File: src/hdl/fix15_unpremultiply_to_rgba8_unit_assert.svh
// Assertion macros shared by the unpremultiply unit.
`ifndef FIX15_UNPREMULTIPLY_TO_RGBA8_UNIT_ASSERT_SVH
`define FIX15_UNPREMULTIPLY_TO_RGBA8_UNIT_ASSERT_SVH

// The consequent must hold in the same cycle as the antecedent.
`define FX15UNP_ASSERT_IMP(lbl, ante, cons) \
  lbl: assert property (@(posedge clk) disable iff (!rst_n) (ante) |-> (cons)) \
    else $error("fx15unp assertion failed");

// The consequent must hold after the antecedent, delayed by the dly argument.
`define FX15UNP_ASSERT_DLY(lbl, ante, dly, cons) \
  lbl: assert property (@(posedge clk) disable iff (!rst_n) (ante) |-> ##dly (cons)) \
    else $error("fx15unp assertion failed");

`endif

File: src/hdl/fx15unp_pkg.sv
// Types, constants and arithmetic helpers for the unpremultiply unit.
package fx15unp_pkg;

  localparam int CHAN_W     = 16;
  localparam int BYTE_W     = 8;
  localparam int NUM_W      = 24;
  localparam int NCOL       = 3;
  localparam int DEN_STAGES = 5;
  localparam int PIPE_DEPTH = 6;

  localparam logic [BYTE_W-1:0] BYTE_MAX   = 8'd255;
  localparam logic [NUM_W-1:0]  HALF_FIX15 = 24'd16384;
  localparam int                FIX15_SHIFT = 15;

  typedef struct packed {
    logic [CHAN_W-1:0] red_in;
    logic [CHAN_W-1:0] green_in;
    logic [CHAN_W-1:0] blue_in;
    logic [CHAN_W-1:0] alpha_in;
  } fx15unp_in_t;

  typedef struct packed {
    logic [BYTE_W-1:0] red_out;
    logic [BYTE_W-1:0] green_out;
    logic [BYTE_W-1:0] blue_out;
    logic [BYTE_W-1:0] alpha_out;
  } fx15unp_out_t;

  // Multiplies by 255 as a shift and a subtract.
  function automatic logic [NUM_W-1:0] scale255(input logic [CHAN_W-1:0] v);
    return {v, 8'h00} - {8'h00, v};
  endfunction

  // One restoring division step: the top bit is the quotient bit, the rest
  // is the new remainder.
  function automatic logic [NUM_W:0] div_step(input logic [NUM_W-1:0] rem,
                                              input logic [CHAN_W-1:0] den,
                                              input int unsigned sh);
    logic [NUM_W-1:0] dsh;
    dsh = NUM_W'(den) << sh;
    if (rem >= dsh) begin
      return {1'b1, rem - dsh};
    end
    return {1'b0, rem};
  endfunction

endpackage

File: src/hdl/fx15unp_div_lane.sv
// Pipelined saturating 8-bit quotient divider for one color channel.
module fx15unp_div_lane
  import fx15unp_pkg::*;
(
  input  logic                                clk,
  input  logic [NUM_W-1:0]                    num_i,
  input  logic [DEN_STAGES-1:0][CHAN_W-1:0]   den_i,
  output logic [BYTE_W-1:0]                   q_o
);

  logic [3:0][NUM_W-1:0]  rem_r;
  logic [3:0][NUM_W-1:0]  rem_nxt;
  logic [3:0][BYTE_W-1:0] quo_r;
  logic [3:0][BYTE_W-1:0] quo_nxt;
  logic [3:0]             ovf_r;
  logic                   ovf_nxt;
  logic [BYTE_W-1:0]      q_r;
  logic [BYTE_W-1:0]      q_nxt;

  always_comb begin
    logic [NUM_W:0] s;
    logic [NUM_W:0] t;

    ovf_nxt    = num_i >= {den_i[0], 8'h00};
    s          = div_step(num_i, den_i[0], 7);
    rem_nxt[0] = s[NUM_W-1:0];
    quo_nxt[0] = {s[NUM_W], 7'b0};

    s          = div_step(rem_r[0], den_i[1], 6);
    t          = div_step(s[NUM_W-1:0], den_i[1], 5);
    rem_nxt[1] = t[NUM_W-1:0];
    quo_nxt[1] = quo_r[0] | {1'b0, s[NUM_W], t[NUM_W], 5'b0};

    s          = div_step(rem_r[1], den_i[2], 4);
    t          = div_step(s[NUM_W-1:0], den_i[2], 3);
    rem_nxt[2] = t[NUM_W-1:0];
    quo_nxt[2] = quo_r[1] | {3'b0, s[NUM_W], t[NUM_W], 3'b0};

    s          = div_step(rem_r[2], den_i[3], 2);
    t          = div_step(s[NUM_W-1:0], den_i[3], 1);
    rem_nxt[3] = t[NUM_W-1:0];
    quo_nxt[3] = quo_r[2] | {5'b0, s[NUM_W], t[NUM_W], 1'b0};

    s     = div_step(rem_r[3], den_i[4], 0);
    q_nxt = ovf_r[3] ? BYTE_MAX : (quo_r[3] | {7'b0, s[NUM_W]});
  end

  always_ff @(posedge clk) begin
    rem_r <= rem_nxt;
    quo_r <= quo_nxt;
    ovf_r <= {ovf_r[2:0], ovf_nxt};
    q_r   <= q_nxt;
  end

  assign q_o = q_r;

endmodule

File: src/hdl/fix15_unpremultiply_to_rgba8_unit.sv
// Top level of the premultiplied fix15 to straight RGBA8 converter.
//
//   channel  handshake         payload                  direction
//   input    start / busy      in_data  (fx15unp_in_t)  in
//   result   out_valid         out_data (fx15unp_out_t) out
//
// One pixel is accepted per cycle, and busy stays low after reset.
// Each result passes the input registers, then the pipelined divider that
// yields about two quotient bits per stage, then the output register.
// Reset clears only the valid bits; payload registers are not reset.
// The result strobe is never held off, so the pipeline never stalls.
`include "fix15_unpremultiply_to_rgba8_unit_assert.svh"

module fix15_unpremultiply_to_rgba8_unit
  import fx15unp_pkg::*;
(
  input  logic         clk,
  input  logic         rst_n,
  input  logic         start,
  output logic         busy,
  input  fx15unp_in_t  in_data,
  output logic         out_valid,
  output fx15unp_out_t out_data
);

  logic                               accept;
  logic [NCOL-1:0][CHAN_W-1:0]        chan_in;
  logic [NCOL-1:0][NUM_W-1:0]         num_r;
  logic [NCOL-1:0][NUM_W-1:0]         num_nxt;
  logic [NCOL-1:0][BYTE_W-1:0]        q_lane;
  logic [DEN_STAGES-1:0][CHAN_W-1:0]  den_r;
  logic [PIPE_DEPTH-1:0]              vld_r;
  logic [PIPE_DEPTH-1:0]              zero_r;
  logic [PIPE_DEPTH-1:0][BYTE_W-1:0]  alpha_r;
  logic [NUM_W-1:0]                   alpha_sum;
  logic [BYTE_W-1:0]                  alpha_nxt;
  logic                               out_valid_r;
  fx15unp_out_t                       out_data_r;
  logic                               opaque_in;
  logic                               zero_out;

  assign busy   = 1'b0;
  assign accept = start && !busy;

  assign chan_in[0] = in_data.red_in;
  assign chan_in[1] = in_data.green_in;
  assign chan_in[2] = in_data.blue_in;

  always_comb begin
    for (int i = 0; i < NCOL; i++) begin
      num_nxt[i] = scale255(chan_in[i]) + NUM_W'(in_data.alpha_in >> 1);
    end
    alpha_sum = scale255(in_data.alpha_in) + HALF_FIX15;
    if (alpha_sum[NUM_W-1:FIX15_SHIFT] > {1'b0, BYTE_MAX}) begin
      alpha_nxt = BYTE_MAX;
    end else begin
      alpha_nxt = alpha_sum[FIX15_SHIFT+BYTE_W-1:FIX15_SHIFT];
    end
  end

  always_ff @(posedge clk) begin
    if (!rst_n) begin
      vld_r       <= '0;
      out_valid_r <= 1'b0;
    end else begin
      vld_r       <= {vld_r[PIPE_DEPTH-2:0], accept};
      out_valid_r <= vld_r[PIPE_DEPTH-1];
    end
  end

  always_ff @(posedge clk) begin
    num_r   <= num_nxt;
    den_r   <= {den_r[DEN_STAGES-2:0], in_data.alpha_in};
    zero_r  <= {zero_r[PIPE_DEPTH-2:0], in_data.alpha_in == '0};
    alpha_r <= {alpha_r[PIPE_DEPTH-2:0], alpha_nxt};
    if (zero_r[PIPE_DEPTH-1]) begin
      out_data_r <= '0;
    end else begin
      out_data_r.red_out   <= q_lane[0];
      out_data_r.green_out <= q_lane[1];
      out_data_r.blue_out  <= q_lane[2];
      out_data_r.alpha_out <= alpha_r[PIPE_DEPTH-1];
    end
  end

  for (genvar i = 0; i < NCOL; i++) begin : g_lane
    fx15unp_div_lane u_lane (
      .clk   (clk),
      .num_i (num_r[i]),
      .den_i (den_r),
      .q_o   (q_lane[i])
    );
  end

  assign out_valid = out_valid_r;
  assign out_data  = out_data_r;

  assign opaque_in = accept && in_data.alpha_in == 16'h8000;
  assign zero_out  = vld_r[PIPE_DEPTH-1] && zero_r[PIPE_DEPTH-1];

  `FX15UNP_ASSERT_DLY(a_beat_leaves, start && !busy, 7, out_valid)
  `FX15UNP_ASSERT_DLY(a_opaque_alpha, opaque_in, 7, out_valid && out_data.alpha_out == 8'hFF)
  `FX15UNP_ASSERT_DLY(a_zero_alpha_clears, zero_out, 1, out_data == '0)

endmodule
File: config.mk
export PLATFORM = sky130hd
export DESIGN_NAME = fix15_unpremultiply_to_rgba8_unit
export DESIGN_NICKNAME = d
export VERILOG_FILES = /design/src/hdl/fx15unp_pkg.sv /design/src/hdl/fx15unp_div_lane.sv /design/src/hdl/fix15_unpremultiply_to_rgba8_unit.sv
export VERILOG_INCLUDE_DIRS = /design/src /design/src/hdl
export SDC_FILE = /design/constraint.sdc
export NUM_CORES = 2
export LEC_CHECK = 0
export BUFFER_PORTS_ARGS = -buffer_cell sky130_fd_sc_hd__buf_2
export CORE_UTILIZATION = 35
export DETAILED_ROUTE_END_ITERATION = 12
export PLACE_DENSITY = 0.59
export SYNTH_ARGS = -nofsm -noshare
export SYNTH_HDL_FRONTEND = slang
export SYNTH_SLANG_ARGS = --single-unit
File: constraint.sdc
create_clock -name clk -period 11.4 [get_ports clk]
set_input_delay 2.28 -clock clk [delete_from_list [all_inputs] [get_ports clk]]
set_output_delay 2.28 -clock clk [all_outputs]
set_load 0.01 [all_outputs]
; After elaboration in Yosys (flattened, before gate mapping)
; Index checks and enable logic that the tools add are counted.
[op_classes]
shifts = 0
n_addsub = 32
muxes = 72
eq_ne = 0
bitwise = 12
mul = 0
n_lt_le_gt_ge = 28
n_reduce_logical = 1
div = 0
[op_table]
columns = cell, count
row1 = two-way mux 25 bit, 45
row2 = subtractor 24 x 16 -> 24 bit, 7
row3 = adder 24 x 15 -> 24 bit, 3
row4 = >= comparator 24 x 16 -> 1 bit, 3
row5 = >= comparator 24 x 17 -> 1 bit, 3
row6 = >= comparator 24 x 18 -> 1 bit, 3
row7 = >= comparator 24 x 19 -> 1 bit, 3
row8 = >= comparator 24 x 20 -> 1 bit, 3
row9 = >= comparator 24 x 21 -> 1 bit, 3
row10 = >= comparator 24 x 22 -> 1 bit, 3
row11 = >= comparator 24 x 23 -> 1 bit, 3
row12 = >= comparator 24 bit, 3
row13 = two-way mux 24 bit, 3
row14 = subtractor 24 x 17 -> 24 bit, 3
row15 = subtractor 24 x 18 -> 24 bit, 3
row16 = subtractor 24 x 19 -> 24 bit, 3
row17 = subtractor 24 x 20 -> 24 bit, 3
row18 = subtractor 24 x 21 -> 24 bit, 3
row19 = subtractor 24 x 22 -> 24 bit, 3
row20 = subtractor 24 x 23 -> 24 bit, 3
row21 = "adder 24 x 15 -> 24 bit, second input constant", 1
row22 = two-way mux 1 bit, 24
row23 = OR 8 x 1 -> 8 bit, 3
row24 = OR 8 x 3 -> 8 bit, 3
row25 = 4 further kinds, 8
[word_totals]
memories = 0
ram_bits = 0
elab_cells = 196
in_bits = 67
latch_bits = 0
romBits = 0
out_inout_bits = 34
register_bits = 644

; Depth between registers and ports, before layout
[logic_depth]
ltp_word = 7
mapped_depth = 28
depth_no_buf = 25

; Cells and area by module
; From an unflattened synthesis, not the netlist that was laid out.
[hier_totals]
hier_cells = 4894
hier_area_um2 = 42075.4
[by_module_without_submodules]
columns = mod, n_inst, area_each_um2, cells_each, seq_area_each_um2
row1 = fx15unp_div_lane (g_lane[0].u_lane), 1, 10691.5, 1356, 2482.4
row2 = fx15unp_div_lane (g_lane[2].u_lane), 1, 10676.5, 1300, 2482.4
row3 = fx15unp_div_lane (g_lane[1].u_lane), 1, 10640.2, 1317, 2482.4
row4 = fix15_unpremultiply_to_rgba8_unit, 1, 10067.2, 921, 4904.7

; Worst setup path before layout
; OpenSTA, ideal clock, no wires.
[synth_path]
path_type = reg-to-reg
from = register den_r[33] in the netlist's numbering
to = register g_lane[0].u_lane.rem_r[56] in the netlist's numbering
setup_ps = 123
period_less_slack_ps = 5653
path_slack_ps = 5747
arrival_time_ps = 5530
stages_incl_launch_ff = 26
t_required_ps = 11277
path_buffers = 3
cell_sequence = dfxtp_1 > inv_1 > ha_1 > nand4_1 > or3_1 > a21oi_1 > o211ai_1 > and2_1 > buf_2 > inv_1 > clkbuf_1 > buf_1 > nand2_1 > o21ai_0 > inv_1 > ha_1 > nor2b_1 > o211ai_1 > nand3_1 > a31o_2 > o21a_1 > a41o_1 > or3_1 > nor4_4 > inv_2 > mux2_1
[synth_rtl]
columns = item, line
row1 = from (decl), fix15_unpremultiply_to_rgba8_unit.sv:31  ; logic [DEN_STAGES-1:0][CHAN_W-1:0] den_r;
row2 = from (signal assigned), fix15_unpremultiply_to_rgba8_unit.sv:73  ; den_r <= {den_r[DEN_STAGES-2:0], in_data.alpha_in};
row3 = to (signal assigned), fx15unp_div_lane.sv:49  ; rem_r <= rem_nxt;
row4 = to (decl), fx15unp_div_lane.sv:11  ; logic [3:0][NUM_W-1:0] rem_r;

==> flow_summary.yaml <==
floorplanning:
  core_um2: 117000
  dieWidth_um: 345
  die-area_um2: 119000
  initial_core_util_pct: 35.4
  num_rows: 125
  ios: 101
  die_height_um: 345
place:
  hpwlAfterDp_mm: 90.4
  globalplace.congestion: 0.896
  place.port_buffers: 99
clock_tree:
  insertion_delay_ps: 640
  post_cts_resized: 0
  hold_buffers: 0
  postCtsSetupBuffers: 0
  numCtsBuffers: 69
  cts_tree: "built"
  htree_levels: 3
  cts.clk_slew.worst_paths_ps: 60
  cts-root-buf: "clkbuf_16"
  clock_tree.buffer_depth: 3
  cts_sinks: 617
global_route:
  grt_pass1_vias: 31300
  overflow: 0
  grt_max_degree: 34
  grt_pass1_wl_mm: 175
  antenna_found_initial: 5
  grtUsageTotal_pct: 18.4
yosys:
  ys_types: 85
  netlist_area_um2: 41300
  synth_top_area_share_pct: 29.9
  synth_common_cells: "dfxtp_1, ha_1, a21oi_1, inv_1"
  synth.largest_area_cell: "dfxtp_1"
  seq_area_frac_synth_pct: 29.9
  syn_nets: 5381
  yosys_warnings: 0
  synthTopCellsByArea: "dfxtp_1, ha_1, xnor2_1, a21oi_1, o21ai_0"
  ys_ff_latch: 617
  synth-edff-count: 0
  ys.flop_type: "dfxtp_1"
  syn_area_per_cell_um2: 8.75
  synth_cells: 4718
  synth.most_common_cell: "dfxtp_1"
  async_flop_share_pct: 0
sta:
  slew_viol_final: 0
  slew_headroom_pct: 27.1
  final.min_clock_period_ps: 7100
  fin_skew_ps: 21.4
  holdWs_ps: 324
  finalCritPeriodShare_pct: 62.3
  hold_viol: 0
  setup_violations: 0
  fmax_mhz: 141
  rsz0062_at_grt: "false"
  worst_slew_pin_slew_ps: 1090
  setup_tns_ps: 0
worst_hold_path:
  hold_path.class: "flip-flop to flip-flop"
flow_run:
  cap_viol_max_count: 0
critical_path:
  worstPathMaxFanout: 19
  cp-end-kind: "flip-flop"
  critPathKind: "flip-flop to flip-flop"
  cp.arrival_ps: 7610
  startpoint_type: "flip-flop"
  required_ps: 11900
finish:
  nNetsFinal: 5500
  drive_gt1_share_pct: 9.12
  n_antenna_cell: 0
  area_growth_syn_to_layout_pct: 11.7
routing:
  drc_errors: 0
  wirelength_mm: 113
  dr.pass1.iters: 5
  viasPerCell: 5.17
  initialDrtViolationCount: 2174
  wl_per_cell_um: 17.6
  route.vias.total: 33200
  ant_nets: 0
outcome:
  status: "completed"
path summary, 6_finish.rpt:
kind,start,to,slack (ps),depth (start not counted)
setup reg to reg,den_r[33],g_lane[2].u_lane.rem_r[59],4300,20
hold / removal,g_lane[2].u_lane.quo_r[19],g_lane[2].u_lane.quo_r[27],320,0
setup / recovery,den_r[33],g_lane[2].u_lane.rem_r[59],4300,20
hold reg to reg,g_lane[2].u_lane.quo_r[19],g_lane[2].u_lane.quo_r[27],320,0
sequential cells by signal, indices dropped and copies added, names as in the netlist:
signal / flops
out_valid: 1
g_lane.u_lane.q_o: 24
zero_r: 6
g_lane.u_lane.ovf_r: 12
den_r: 80
vld_r: 6
g_lane.u_lane.rem_r: 288
g_lane.u_lane.quo_r: 48
out_data: 32
alpha_r: 48
num_r: 72
cell type report:
type | count | area (um2)
fill | 11600 | 70400
multi-input combinational | 3671 | 27300
sequential | 617 | 12400
tap | 1524 | 1910
clock buffer | 88 | 1900
inverter | 358 | 1340
timing repair buffer | 120 | 653
clock inverter | 37 | 614
kinds of logic after synthesis:
| logic type | after synthesis | share of synthesized area (%) |
|---|---|---|
| other | 1 | 0.00908 |
| XOR/XNOR | 368 | 7.81 |
| buffers and inverters | 430 | 3.99 |
| multiplexers | 162 | 4.35 |
| AND/OR/NAND/NOR | 1245 | 15.1 |
| AO/OA/AOI/OAI | 1299 | 20.0 |
| flip-flops | 617 | 29.9 |
| adder cells (fa/ha/maj) | 596 | 18.9 |
metrics by stage:
step | std cells | area (um2) | setup WS [ps] | utilization [%]
after detailed placement | 6290 | 43600 | 4220 | 37.4
final | 6415 | 46100 | 4300 | 39.6
after CTS | 6415 | 46100 | 4190 | 39.6
after global routing | 6415 | 46100 | 3580 | 39.6
after floorplan | 4718 | 41300 | 5750 | -
after global placement | 6290 | 43600 | 4350 | 37.4
worst max-delay path, cell delays in order, from the launching register on:
cell and delay, ps:
dfxtp_1 530, inv_1 360, fa_1 550, nand3_1 100
nand2_1 90, o21ai_0 250, nand3_1 130, a21oi_2 650
inv_2 260, mux2_2 370, ha_1 340, o21a_1 210
o21bai_1 130, a21oi_1 90, a2111oi_0 390, o21bai_1 130
a21oi_1 280, o21ai_0 170, nor4_1 440, nand4b_1 890
mux2_2 610
cells in the final DEF, fill, tap and decap left out, drive strengths merged, types with 14 or more instances in the layout:
cell	count
and4	14
nor2b	96
a21boi	16
o41ai	18
nor3	114
o21bai	46
or4	15
nand3	79
and2	29
dfxtp	617
a21oi	389
inv	363
fa	45
mux2i	23
o21a	61
or3	46
o21ai	311
buf	120
a31o	21
nor2	303
nor4	44
a211o	17
xor2	109
ha	551
or2	38
nand4	53
xnor2	259
clkbuf	88
a211oi	34
mux2	139
a21o	178
and3	32
o211ai	30
nand2	290
o31ai	38
nand2b	62
a31oi	24
routing by layer:
metal  wire length, um  vias to the layer above  GRT usage [%]
met3              4940                      181           2.34
met4              4470                        2           7.35
li1                  -                    17200              -
met1             56500                    15100           26.1
met5                10                        -              0
met2             46800                      723           28.0
Power is left out: the tool's default activity adds up to more than one toggle a clock period on the data nets, which glitch-free logic cannot reach.
